[src/hdl/ossvm_pkg.sv]
`timescale 1ns / 1ps
// ----------------------------------------------------------------------------
// ossvm_pkg
// Shared types, codes and helpers of the one-shot sample voice mixer.
// ----------------------------------------------------------------------------
package ossvm_pkg;

  localparam int NUM_SLOTS_DEF  = 16;
  localparam int SLOT_WORDS_DEF = 4096;

  localparam int REQ_W    = 3;
  localparam int NOTE_W   = 7;
  localparam int OFFS_W   = 12;
  localparam int LENF_W   = 13;
  localparam int SAMPLE_W = 16;
  localparam int COUNT_W  = 5;
  localparam int COUNT_MAX = 31;

  typedef enum logic [REQ_W-1:0] {
    OP_NOTE_ON  = 3'd0,
    OP_NOTE_OFF = 3'd1,
    OP_TICK     = 3'd2,
    OP_LOAD     = 3'd3,
    OP_SET_LEN  = 3'd4
  } op_t;

  typedef struct packed {
    op_t                        op;
    logic [NOTE_W-1:0]          note;
    logic [OFFS_W-1:0]          offset;
    logic [LENF_W-1:0]          length;
    logic signed [SAMPLE_W-1:0] sample;
    logic signed [SAMPLE_W-1:0] left;
    logic signed [SAMPLE_W-1:0] right;
  } cmd_t;

  function automatic logic signed [SAMPLE_W-1:0] sat16(input logic signed [31:0] v);
    logic signed [SAMPLE_W-1:0] r;
    if (v > 32'sd32767) begin
      r = 16'sh7FFF;
    end else if (v < -32'sd32768) begin
      r = 16'sh8000;
    end else begin
      r = v[SAMPLE_W-1:0];
    end
    return r;
  endfunction

endpackage

[src/hdl/ossvm_queue.sv]
`timescale 1ns / 1ps
// ----------------------------------------------------------------------------
// ossvm_queue
// Two-entry command queue between the front and the back.
// ----------------------------------------------------------------------------
module ossvm_queue import ossvm_pkg::*; (
  input  logic clk,
  input  logic rst,
  input  logic push,
  input  cmd_t push_cmd,
  output logic full,
  input  logic pop,
  output logic head_valid,
  output cmd_t head
);

  cmd_t       entry [2];
  logic       wr_ptr;
  logic       rd_ptr;
  logic [1:0] fill;

  assign full       = fill == 2'd2;
  assign head_valid = fill != 2'd0;
  assign head       = entry[rd_ptr];

  always_ff @(posedge clk) begin
    if (push) begin
      entry[wr_ptr] <= push_cmd;
    end
  end

  always_ff @(posedge clk) begin
    if (rst) begin
      wr_ptr <= 1'b0;
      rd_ptr <= 1'b0;
      fill   <= 2'd0;
    end else begin
      if (push) begin
        wr_ptr <= !wr_ptr;
      end
      if (pop) begin
        rd_ptr <= !rd_ptr;
      end
      if (push && !pop) begin
        fill <= fill + 2'd1;
      end else if (pop && !push) begin
        fill <= fill - 2'd1;
      end
    end
  end

endmodule

[config.mk]
export PLATFORM = sky130hd
export DESIGN_NAME = ossvm_queue
export DESIGN_NICKNAME = d
export VERILOG_FILES = /design/src/hdl/ossvm_pkg.sv /design/src/hdl/ossvm_queue.sv
export SDC_FILE = /design/constraint.sdc
export NUM_CORES = 1
export LEC_CHECK = 0
export BUFFER_PORTS_ARGS = -buffer_cell sky130_fd_sc_hd__clkbuf_2
export CAP_MARGIN = 20
export CORE_MARGIN = 2
export CORE_UTILIZATION = 47
export CTS_CLUSTER_DIAMETER = 40
export CTS_CLUSTER_SIZE = 24
export DETAILED_ROUTE_END_ITERATION = 8
export PLACE_DENSITY = 0.74
export REMOVE_ABC_BUFFERS = 1
export SYNTH_ARGS = -nofsm -noshare
export SYNTH_HDL_FRONTEND = slang
export SYNTH_SLANG_ARGS = --single-unit
[constraint.sdc]
create_clock -name clk -period 4.6 [get_ports clk]
set_input_delay 0.23 -clock clk [delete_from_list [all_inputs] [get_ports clk]]
set_output_delay 0.23 -clock clk [all_outputs]
set_load 0.01 [all_outputs]
======== Word-level counts from Yosys, hierarchy flattened ========
Memories as Yosys holds them, arrays and structs flattened. A register that Yosys moved wholly into a read port is not among the register bits.
Index checks and enable logic that the tools add are counted.
Widths: inputs -> output; s select.
storage, ports and cells
  memory bits (read-only) ................. 0
  memories ................................ 1
  bits in writable memories ............... 166
  word-level logic and storage cells ...... 21
  input bits .............................. 87
  register bits after elaboration ......... 4
  bits in latches ......................... 0
  output and inout port bits .............. 85
memory list
  name   words  bits a word  rd ports  clocked after Yosys merged registers in  wr ports  RTL line           text
  entry  2      83           1         1                                        1         ossvm_queue.sv:17  cmd_t entry [2];
cells by class
  magnitude comparators ................... 0
  shifts and indexed selects .............. 0
  bitwise gates (word level) .............. 0
  equal/unequal tests ..................... 1
  reductions and logical operators ........ 8
  multipliers ............................. 0
  div/mod/pow operators ................... 0
  add/subtract/negate cells ............... 2
  muxes and demuxes ....................... 6
operators with widths
  operator             number
  $logic_not 1->1      4
  $mux 1               4
  $mux 2               2
  $reduce_bool 2->1    2
  $add 2x1->2 const B  1
  $eq 2x2->1 const B   1
  $logic_and 1x1->1    2
  $sub 2x1->2 const B  1

======== Depth between registers and ports, before layout ========
  depth in word-level cells ............... 4
  gate-level depth with buffers ........... 5

======== Least setup slack after synthesis ========
Ideal clock, no wire load.
  path type ............................... register -> register
  start point ............................. reg wr_ptr
  end point ............................... mem entry[0][0] (netlist name) (enable)
  arrival ................................. 4008 ps
  cell stages (with the launch flop) ...... 2
  path slack .............................. 57 ps
  setup time .............................. 535 ps
  clock period less this slack ............ 4543 ps
  buffers on the path ..................... 0
  cell sequence ........................... dfxtp_1 -> nor2b_1
RTL lines
  item                      RTL line           text
  start: declaration        ossvm_queue.sv:18  logic wr_ptr;
  start signal: assignment  ossvm_queue.sv:39  wr_ptr <= !wr_ptr;
  end: declaration          ossvm_queue.sv:17
Straight into the memory's write port.

==> results.cfg <==
[power]
p_int_w = 0.00277
combPwrFrac_pct = 11.7
powerDensity_nw_per_um2 = 413
p_leak_nw = 3.27
peakVddDrop_uv = 274
pwr-share-seq_pct = 52.5
p_sw_share_pct = 21.6
clockPowerShare_pct = 35.9
power_switching_w = 0.000763

[yosys]
synth_edf_count = 166
postSynthAreaPerCell_um2 = 22.2
synth_area_leaders = edfxtp_1, mux2_2, dfxtp_1
yosysTopAreaCell = edfxtp_1
synth_ff_type = edfxtp_1
ys_seq_area_share_pct = 81.7
synth_commonest_cells = edfxtp_1, mux2_2, buf_6
async_flop_share_pct = 0
synth.top_cell.area_share_pct = 80.1
synth_cells = 280
synth_cell_types = 18
post-synth-top-count-cell = edfxtp_1
yosys_warnings = 0
syn_area_um2 = 6220
synth_seq_cells = 171

[clocking]
h-tree-depth = 4
cts_resized = 0
clock_latency_ns = 0.41
cts.sinks = 171
numCtsBuffers = 17
cts_buffer_depth = 2
cts_tree = yes
path_clk_slew_ns = 0.05
root_buffer = clkbuf_16
cts_hold_buf = 58
cts_setup_buffers = 0

[routing]
wire_per_inst_um = 15.9
first_pass_iters = 4
drc = 0
via_per_inst = 4.70
vias = 3422
drtIter0Drc = 184
drtAntennaViolNets = 0
wl_um = 11500

[die]
die-area_um2 = 14200
ios = 172
fp.dieH_um = 119
rows = 42
die_width_um = 119
core_um2 = 13100
start_util_pct = 47.5

[flow_run]
cap_viol_max_count = 0

[timing]
fmax_ghz = 0.451
worstMarginPinSlew_ns = 0.660
rsz0062_at_grt = no
drv_slew = 0
finalClockSkew_ns = 0.00981
fin_crit_sh_pct = 48.2
tns_ns = 0
hold_viol = 0
relSlewSlack_pct = 56.0
setup_viol = 0
finalCriticalPeriod_ns = 2.22

[placed_design]
numPortBuffers = 171
hpwl_um = 6600
dp_cells = 620
gp_congestion = 0.700

[hold_path]
hp-class = in -> reg

[worst_setup_path]
cp_cell_sequence = buf_12, mux2_2, clkbuf_2
cpMaxStageDelayCell = dfxtp_4
end_kind = output pin
crit_arrival_ns = 1.99
critical_path_class = reg -> out
cp.required_ns = 4.37
start_kind = flip-flop
cpPeakStageDelay_ns = 0.70
cp_max_fo = 43

[cells_and_area]
nets = 628
drive_gt1_share_pct = 51.8
antennaDiodeCount = 0
fill_cells = 917
syn_to_final_growth_pct = 37.5
fin_cells = 728

[grt]
grt_pass1_vias = 3642
antenna_found_initial = 0
grtUsageTotal_pct = 16.3
grt_max_degree = 84
overflow = 0
grt_pass1_wl_um = 17500

[run_status]
outcome = completed
-- final timing paths --
check                                   from            to  slack [ns]  cells after the start
worst min register to register        rd_ptr     flip-flop        0.52                      2
worst max register to register        wr_ptr  entry[1][58]        3.04                      2
worst min-delay path            push_cmd[65]  entry[0][65]        0.03                      1
worst max-delay path               flip-flop      head[50]        2.38                      3
-- cell usage in the layout (no fill, tap or decap) --
master	n
clkinv_1	3
nor2b_4	1
clkinvlp_4	2
or2_2	1
clkinv_4	1
clkbuf_1	5
and2_4	1
clkinv_2	2
bufinv_16	1
clkbuf_2	171
a21oi_1	1
buf_4	2
inv_1	1
dfxtp_4	1
xnor2_1	2
nor2_1	4
mux2_2	83
or3_1	1
dlygate4sd3_1	75
ha_1	1
edfxtp_1	166
o21ai_0	1
dfxtp_1	4
and2b_2	1
xor2_1	2
clkbuf_16	17
buf_16	1
buf_12	1
-- metal layers --
layer | vias to the layer above | track usage [%] | part of all wire [%] | wire length (um)
met1 | 1668 | 18.9 | 42 | 4810
met4 | 0 | 6.32 | 1.1 | 131
li1 | 1631 | - | - | -
met2 | 110 | 27.9 | 52 | 6030
met5 | - | 0 | 0 | 0
met3 | 13 | 5.70 | 4.9 | 568
-- final cells by class --
class	instances	area, um^2	area share [%]
timing repair buffer	250	1670	19.5
clock buffer	22	444	5.19
multi-input combinational	99	1050	12.3
clock inverter	9	75.1	0.878
tap	176	220	2.57
inverter	1	3.75	0.0439
sequential	171	5090	59.5
-- power groups by stage --
stage / sequential (W) / clock (W) / combinational, W
4_1_cts: 0.00187 / 0.00129 / 0.000384
3_3_place_gp: 0.00190 / 0 / 0.000337
6_report: 0.00185 / 0.00127 / 0.000412
2_1_floorplan: 0.00189 / 0 / 0.000193
5_1_grt: 0.00186 / 0.00136 / 0.000444
3_5_place_dp: 0.00190 / 0 / 0.000342
-- registers in the layout (all words and copies together) (netlist names), named ones only --
signal  count
rd_ptr      1
entry     166
wr_ptr      1
fill        2
-- kinds of logic (layout without fill, tap and decap cells) --
family,count (synthesis),count (layout),share of synthesized area [%]
xor gates and xnor gates,4,4,0.563
adders and majority gates,1,1,0.201
buffers and inverters,10,282,1.53
DFF,171,171,81.7
and+or+nand+nor,9,9,0.785
muxes,83,83,15.0
AOI/OAI and AO/OA,2,2,0.161
-- through the flow --
stage / worst slack [ns] / utilization [%] / hold WS, ns / power [W] / area [um^2]
CTS: 2.20 / 63.7 / 0.0000444 / 0.00355 / 8330
floorplan: 0.0570 / - / 0.299 / 0.00209 / 6130
global placement: 2.67 / 55.3 / 0.419 / 0.00223 / 7230
finish: 2.38 / 65.4 / 0.0250 / 0.00353 / 8550
global route: 2.25 / 65.4 / 0.00326 / 0.00366 / 8550
detailed placement: 2.66 / 55.3 / 0.423 / 0.00225 / 7230
-- worst max-delay path, delay by kind of cell (launching register included) --
kind / cells / cell delay, ns
flip-flops: 1 / 0.70
buffers and inverters: 2 / 0.47
multiplexers: 1 / 0.40
(Power assumes the default switching activity.)
