File: config.mk
export PLATFORM = sky130hd
export DESIGN_NAME = ossvm_front_flat
export DESIGN_NICKNAME = d
export VERILOG_FILES = /design/src/hdl/ossvm_pkg.sv /design/src/hdl/ossvm_channels.sv /design/src/hdl/ossvm_front.sv /design/src/flat_wrapper.sv
export SDC_FILE = /design/constraint.sdc
export NUM_CORES = 1
export LEC_CHECK = 0
export CAP_MARGIN = 15
export CORE_AREA = 2 2 65 67
export CTS_CLUSTER_SIZE = 24
export DETAILED_ROUTE_END_ITERATION = 8
export DIE_AREA = 0 0 67 69
export DONT_BUFFER_PORTS = 1
export SLEW_MARGIN = 0
export SYNTH_ARGS = -nofsm -noshare
export SYNTH_HDL_FRONTEND = slang
export SYNTH_SLANG_ARGS = --single-unit
export TNS_END_PERCENT = 100
File: constraint.sdc
create_clock -name clk -period 4.86 [get_ports clk]
set_clock_uncertainty 0.1 [all_clocks]
set_input_delay 0 -clock clk [delete_from_list [all_inputs] [get_ports clk]]
set_output_delay 0 -clock clk [all_outputs]
set_load 0.02 [all_outputs]
File: src/hdl/ossvm_pkg.sv
`timescale 1ns / 1ps
// ----------------------------------------------------------------------------
// ossvm_pkg
// Shared types, codes and helpers of the one-shot sample voice mixer.
// ----------------------------------------------------------------------------
package ossvm_pkg;

  localparam int NUM_SLOTS_DEF  = 16;
  localparam int SLOT_WORDS_DEF = 4096;

  localparam int REQ_W    = 3;
  localparam int NOTE_W   = 7;
  localparam int OFFS_W   = 12;
  localparam int LENF_W   = 13;
  localparam int SAMPLE_W = 16;
  localparam int COUNT_W  = 5;
  localparam int COUNT_MAX = 31;

  typedef enum logic [REQ_W-1:0] {
    OP_NOTE_ON  = 3'd0,
    OP_NOTE_OFF = 3'd1,
    OP_TICK     = 3'd2,
    OP_LOAD     = 3'd3,
    OP_SET_LEN  = 3'd4
  } op_t;

  typedef struct packed {
    op_t                        op;
    logic [NOTE_W-1:0]          note;
    logic [OFFS_W-1:0]          offset;
    logic [LENF_W-1:0]          length;
    logic signed [SAMPLE_W-1:0] sample;
    logic signed [SAMPLE_W-1:0] left;
    logic signed [SAMPLE_W-1:0] right;
  } cmd_t;

  function automatic logic signed [SAMPLE_W-1:0] sat16(input logic signed [31:0] v);
    logic signed [SAMPLE_W-1:0] r;
    if (v > 32'sd32767) begin
      r = 16'sh7FFF;
    end else if (v < -32'sd32768) begin
      r = 16'sh8000;
    end else begin
      r = v[SAMPLE_W-1:0];
    end
    return r;
  endfunction

endpackage

File: src/hdl/ossvm_channels.sv
`timescale 1ns / 1ps
// ----------------------------------------------------------------------------
// ossvm channels
// Request, result and configuration channels with valid/ready handshake.
// ----------------------------------------------------------------------------
interface ossvm_req_if;
  logic               valid;
  logic               ready;
  logic [2:0]         req_type;
  logic [6:0]         note;
  logic [11:0]        word_offset;
  logic signed [15:0] sample_word;
  logic               set_length_zero;
  logic signed [15:0] mix_in_left;
  logic signed [15:0] mix_in_right;

  modport source (output valid, req_type, note, word_offset, sample_word,
                  set_length_zero, mix_in_left, mix_in_right, input ready);
  modport sink (input valid, req_type, note, word_offset, sample_word,
                set_length_zero, mix_in_left, mix_in_right, output ready);
endinterface


interface ossvm_cfg_if;
  logic       valid;
  logic       ready;
  logic [4:0] slot_count;

  modport source (output valid, slot_count, input ready);
  modport sink (input valid, slot_count, output ready);
endinterface

File: src/hdl/ossvm_front.sv
`timescale 1ns / 1ps
// ----------------------------------------------------------------------------
// ossvm_front
// Accepts request words, holds slot_count, drops ignored requests and
// turns the rest into commands for the queue.
// ----------------------------------------------------------------------------
module ossvm_front import ossvm_pkg::*; #(
  parameter int NUM_SLOTS  = NUM_SLOTS_DEF,
  parameter int SLOT_WORDS = SLOT_WORDS_DEF
) (
  input  logic        clk,
  input  logic        rst,
  ossvm_req_if.sink   request,
  ossvm_cfg_if.sink   cfg,
  input  logic        q_full,
  output logic        push,
  output cmd_t        push_cmd
);

  logic [COUNT_W-1:0] slot_count;
  logic               keep;
  logic               note_ok;
  logic               note_counted;
  logic [31:0]        len_full;

  assign cfg.ready     = 1'b1;
  assign request.ready = !q_full;

  always_ff @(posedge clk) begin
    if (rst) begin
      slot_count <= '0;
    end else if (cfg.valid) begin
      slot_count <= cfg.slot_count;
    end
  end

  always_comb begin
    note_ok      = 32'(request.note) < 32'(NUM_SLOTS);
    note_counted = note_ok && (32'(request.note) < 32'(slot_count));
    len_full     = 32'(request.word_offset) + 32'd1;
    if (len_full > 32'(SLOT_WORDS)) begin
      len_full = 32'(SLOT_WORDS);
    end
    if (request.set_length_zero) begin
      len_full = '0;
    end

    push_cmd.op     = OP_TICK;
    push_cmd.note   = request.note;
    push_cmd.offset = request.word_offset;
    push_cmd.length = len_full[LENF_W-1:0];
    push_cmd.sample = request.sample_word;
    push_cmd.left   = request.mix_in_left;
    push_cmd.right  = request.mix_in_right;
    keep            = 1'b0;

    unique case (request.req_type)
      OP_NOTE_ON: begin
        push_cmd.op = OP_NOTE_ON;
        keep        = note_counted;
      end
      OP_NOTE_OFF: begin
        push_cmd.op = OP_NOTE_OFF;
        keep        = note_counted;
      end
      OP_TICK: begin
        push_cmd.op = OP_TICK;
        keep        = 1'b1;
      end
      OP_LOAD: begin
        push_cmd.op = OP_LOAD;
        keep        = note_ok && (32'(request.word_offset) < 32'(SLOT_WORDS));
      end
      OP_SET_LEN: begin
        push_cmd.op = OP_SET_LEN;
        keep        = note_ok;
      end
      default: begin
        keep = 1'b0;
      end
    endcase
  end

  assign push = request.valid && request.ready && keep;

endmodule

File: src/flat_wrapper.sv
// flat-port wrapper written by rule: the top's interface ports become plain ports
module ossvm_front_flat import ossvm_pkg::*;
#(
  parameter int NUM_SLOTS  = NUM_SLOTS_DEF,
  parameter int SLOT_WORDS = SLOT_WORDS_DEF
)
  (clk, rst, q_full, push, push_cmd, request_valid, request_req_type, request_note, request_word_offset, request_sample_word, request_set_length_zero, request_mix_in_left, request_mix_in_right, request_ready, cfg_valid, cfg_slot_count, cfg_ready);
  ossvm_req_if request_i ();
  ossvm_cfg_if cfg_i ();
  input  logic clk;
  input  logic rst;
  input  logic q_full;
  output logic push;
  output cmd_t push_cmd;
  input wire logic [$bits(request_i.valid)-1:0] request_valid;
  input wire logic [$bits(request_i.req_type)-1:0] request_req_type;
  input wire logic [$bits(request_i.note)-1:0] request_note;
  input wire logic [$bits(request_i.word_offset)-1:0] request_word_offset;
  input wire logic [$bits(request_i.sample_word)-1:0] request_sample_word;
  input wire logic [$bits(request_i.set_length_zero)-1:0] request_set_length_zero;
  input wire logic [$bits(request_i.mix_in_left)-1:0] request_mix_in_left;
  input wire logic [$bits(request_i.mix_in_right)-1:0] request_mix_in_right;
  output wire logic [$bits(request_i.ready)-1:0] request_ready;
  input wire logic [$bits(cfg_i.valid)-1:0] cfg_valid;
  input wire logic [$bits(cfg_i.slot_count)-1:0] cfg_slot_count;
  output wire logic [$bits(cfg_i.ready)-1:0] cfg_ready;
  assign request_i.valid = request_valid;
  assign request_i.req_type = request_req_type;
  assign request_i.note = request_note;
  assign request_i.word_offset = request_word_offset;
  assign request_i.sample_word = request_sample_word;
  assign request_i.set_length_zero = request_set_length_zero;
  assign request_i.mix_in_left = request_mix_in_left;
  assign request_i.mix_in_right = request_mix_in_right;
  assign request_ready = request_i.ready;
  assign cfg_i.valid = cfg_valid;
  assign cfg_i.slot_count = cfg_slot_count;
  assign cfg_ready = cfg_i.ready;
  ossvm_front #(.NUM_SLOTS(NUM_SLOTS), .SLOT_WORDS(SLOT_WORDS)) u_core (.clk(clk), .rst(rst), .request(request_i), .cfg(cfg_i), .q_full(q_full), .push(push), .push_cmd(push_cmd));
endmodule
======== Word level (Yosys, flattened, before mapping) ========
Index checks and enable logic that the tools add are counted.
cells by class
  $add $sub $neg .......................... 1
  $mul .................................... 0
  divide/modulo/power cells ............... 0
  $lt $le $gt $ge ......................... 3
  equality and inequality tests ........... 4
  shifts and indexed selects .............. 0
  multiplexer cells ....................... 4
  bitwise logic cells ..................... 0
  reductions and logical operators ........ 7
operator list
  kind                                                   count
  > comparator 32 x 13 -> 1 bit (second input constant)  1
  2-to-1 mux 13 bit                                      2
  adder 12 x 1 -> 13 bit (second input constant)         1
  case mux 3 bit (4 select lines)                        1
  < comparator 7 x 5 -> 1 bit                            1
  < comparator 7 x 5 -> 1 bit (second input constant)    1
  equality test 3 x 2 -> 1 bit (second input constant)   2
  OR reduction 2 bit                                     2
  equality test 3 x 1 -> 1 bit (second input constant)   1
  equality test 3 bit (second input constant)            1
  logical AND 1 bit                                      3
  logical NOT 3 bit                                      1
  case mux 1 bit (3 select lines)                        1
  logical NOT 1 bit                                      1
storage, ports and cells
  register bits after elaboration ......... 5
  bits in latches ......................... 0
  memory bits (writable) .................. 0
  ROM bits ................................ 0
  input port bits ......................... 81
  output and inout bits ................... 86
  memories kept ........................... 0

======== Depth between registers and ports, before layout ========
  depth after elaboration ................. 4
  gate-level depth with buffers ........... 6

======== Worst setup path before layout ========
Ideal clock, no wire load.
  path kind ............................... register to output
  start ................................... register u_core.slot_count[1]
  end ..................................... output push
  data arrival time ....................... 1.593 ns
  required time ........................... 4.760 ns
  path slack .............................. 3.167 ns
  stages on the path, launching flop included .. 7
  path through ............................ dfxtp_1 > inv_1 > ha_1 > a21o_1 > a21o_1 > a2111oi_0 > o2111a_1
on the way
  word-level cells in the longest chain between the ends .. 4
ends and longest elaborated chain
  item                             RTL line            RTL
  start: declaration               ossvm_front.sv:20   logic [COUNT_W-1:0] slot_count;
  start signal: assignment         ossvm_front.sv:33   slot_count <= cfg.slot_count;
  < comparator 7 x 5 -> 1 bit      ossvm_front.sv:39   note_counted = note_ok && (32'(request.note) < 32'(slot_count));
  logical AND 1 bit                ossvm_front.sv:39
  case mux 1 bit (3 select lines)  ossvm_front.sv:57   unique case (request.req_type)
  logical AND 1 bit                ossvm_front.sv:84   assign push = request.valid && request.ready && keep;
  end: declaration                 flat_wrapper.sv:13  output logic push;
No other way between the ends.

======== Worst setup path after layout ========
Same ends and word-level chain as after synthesis.

==> flow_metrics.env <==
export IMPL_grt_max_degree=13
export IMPL_grt_pass1_wl_mm=4.72
export IMPL_startpoint_type="register"
export IMPL_drt_antenna_violating_nets=0
export IMPL_coreArea_um2=3910
export IMPL_clock_latency_ns=0.22
export IMPL_synth_cells=160
export IMPL_drc=0
export IMPL_start_util_pct=29.3
export IMPL_die_w_um=67
export IMPL_numCtsBuffers=3
export IMPL_place_ws_ns=3.01
export IMPL_fin_setup_tns_ns=0
export IMPL_io_buffers=0
export IMPL_clkTransAtPathRegs_ns=0.03
export IMPL_max_freq_mhz=480
export IMPL_synth_area_per_cell_um2=7.16
export IMPL_synth_area_leaders="buf_4, dfxtp_1, ha_1"
export IMPL_dp_hpwl_mm=1.89
export IMPL_crit_top_cell="a21o_1"
export IMPL_track_usage_pct=12.8
export IMPL_die_h_um=69
export IMPL_wl_per_cell_um=15.0
export IMPL_synth_ff_latch_count=5
export IMPL_top_regs="u_core.slot_count x5"
export IMPL_largest_reg_flops=5
export IMPL_postCtsHoldBufs=80
export IMPL_ff2ff_setup_slack_ns=3.55
export IMPL_cts_htree_levels=1
export IMPL_grt_setup_unrepaired="no"
export IMPL_grt_overflow_total=0
export IMPL_hold_violations=0
export IMPL_netlist_top_cells_count="buf_4, nor2_1, nor3_1"
export IMPL_period_share_pct=42.8
export IMPL_place_area_um2=691
export IMPL_die_area_um2=4620
export IMPL_ys_warnings_count=0
export IMPL_drt_wl_total_mm=3.37
export IMPL_syn2layout_area_growth_pct=34.9
export IMPL_via_per_inst=4.62
export IMPL_worstPathRequired_ns=4.76
export IMPL_rows=23
export IMPL_cts_root_buf="clkbuf_8"
export IMPL_drt_iter0_drc=30
export IMPL_ir_drop_v=0.0000879
export IMPL_via_count=1039
export IMPL_antennaDiodeCount=0
export IMPL_synth_edff_count=0
export IMPL_antenna_found_initial=0
export IMPL_slew_headroom_pct=53.6
export IMPL_syn_num_nets=246
export IMPL_globalplace_congestion=0.715
export IMPL_max_stage_delay_ns=0.45
export IMPL_ys_async_sr_fraction_pct=0
export IMPL_ys_flop_type="dfxtp_1"
export IMPL_slowest_stage="a2111oi_0"
export IMPL_drt_first_pass_iters=4
export IMPL_p_leak_nw=0.617
export IMPL_criticalPathCategory="register to output pin"
export IMPL_regMostFlops="u_core.slot_count"
export IMPL_worstMarginPinSlew_ns=0.691
export IMPL_setup_ws_ns=2.78
export IMPL_num_io_pins=167
export IMPL_yosys_area_top_type="buf_4"
export IMPL_cts_buffer_depth=2
export IMPL_status="completed"
export IMPL_first_global_vias=903
export IMPL_ys_seq_area_share_pct=8.73
export IMPL_synth_area_um2=1150
export IMPL_cts_setup_buffers=0
export IMPL_worstPathCellList="inv_1 -> ha_1 -> a21o_1 -> a21o_1 -> a2111oi_0 -> o2111a_1"
export IMPL_fin_nets=262
export IMPL_cts_tree="yes"
export IMPL_finalInstanceArea_um2=1550
export IMPL_crit_arrival_ns=1.98
export IMPL_cellPowerDensity_nw_per_um2=168
export IMPL_slew_viol_final=0
export IMPL_min_path_type="input pin to output pin"
export IMPL_fin_crit_ns=2.08
export IMPL_numClockSinks=5
export IMPL_maxCapViolCount=0
export IMPL_worst_path_max_fanout=2
export IMPL_setup_violations=0
export IMPL_cts_repair_resized=0
export IMPL_yosysMostFrequentCell="buf_4"
export IMPL_drive_above_1_share_pct=2.29
export IMPL_synth_top_area_share_pct=44.5
export IMPL_crit_path_end_kind="output pin"
export IMPL_yosys_cell_types_count=26
==> worst max-delay path: cells and delay by family (launching register included) <==
family                     cells  cell delay, ns
DFF                            1            0.32
buffers and inverters          1            0.04
adders and majority gates      1            0.26
AOI/OAI and AO/OA              4            1.14
==> placed cells by master (no fill, tap or decap) <==
cell            n
a2111oi_0       1
a211o_1         1
a21o_1          3
a21oi_1         4
and2_1          1
and3_1          2
clkbuf_1        1
clkbuf_8        3
conb_1          1
dfxtp_1         5
dlygate4sd3_1  81
ha_1            5
inv_1           6
mux2i_1         5
nand2_1         5
nand2b_1        1
nand3_1         6
nand4_1         1
nand4_2         1
nor2_1         16
nor3_1          9
nor3b_1         1
o2111a_1        1
o21ai_0         3
or3_1           3
xnor2_1         5
xor2_1          4
==> cell families after synthesis <==
kind of cell | after synthesis | share of synthesized area, %
mux | 5 | 4.37
fa+ha+maj | 5 | 5.46
xor+xnor | 9 | 6.88
buf+inv | 76 | 47.2
compound gates | 13 | 7.53
flops | 5 | 8.73
simple gates | 46 | 19.5
other cells | 1 | 0.327
==> per-layer routing <==
| layer | part of all wire (%) | vias to the layer above | GRT usage [%] |
|---|---|---|---|
| met1 | 33 | 467 | 13.8 |
| li1 | - | 486 | - |
| met2 | 57 | 84 | 25.1 |
| met4 | 0.12 | 0 | 2.04 |
| met5 | 0 | - | 0 |
| met3 | 9.8 | 2 | 2.61 |
==> worst paths after layout <==
kind | cells past startpoint | endpoint | startpoint
setup reg to reg | 3 | u_core.slot_count[0] | u_core.slot_count[0]
hold / removal | 1 | push_cmd[81] | request_req_type[1]
setup / recovery | 6 | push | u_core.slot_count[1]
hold reg to reg | 3 | u_core.slot_count[1] | u_core.slot_count[1]
==> stage by stage <==
| stage | hold slack (ns) | cells | util (%) | power [W] |
|---|---|---|---|---|
| after CTS | 0.00129 | 224 | 39.3 | 0.000258 |
| final | 0.0633 | 225 | 39.5 | 0.000260 |
| after detailed placement | -0.0999 | 140 | 17.6 | 0.0000852 |
| after floorplan | -0.0276 | 160 | - | 0.000163 |
| after global placement | -0.0999 | 140 | 17.6 | 0.0000846 |
| after global routing | 0.0670 | 225 | 39.5 | 0.000271 |
==> layout make-up <==
| class | instances | area (um^2) |
|---|---|---|
| inverter | 6 | 22.5 |
| timing repair buffer | 81 | 811 |
| fill | 407 | 2370 |
| clock buffer | 4 | 45.0 |
| tap | 50 | 62.6 |
| sequential | 5 | 100 |
| multi-input combinational | 79 | 505 |
==> power breakdown <==
| part | switching (W) | leakage, nW | internal (W) |
|---|---|---|---|
| Clock | 0.0000208 | 0.0228 | 0.0000563 |
| Combinational | 0.0000772 | 0.553 | 0.0000608 |
| Sequential | 0.00000141 | 0.0413 | 0.0000438 |
| Total | 0.0000995 | 0.617 | 0.000161 |
No activity file was read; power rests on OpenSTA's default activity.
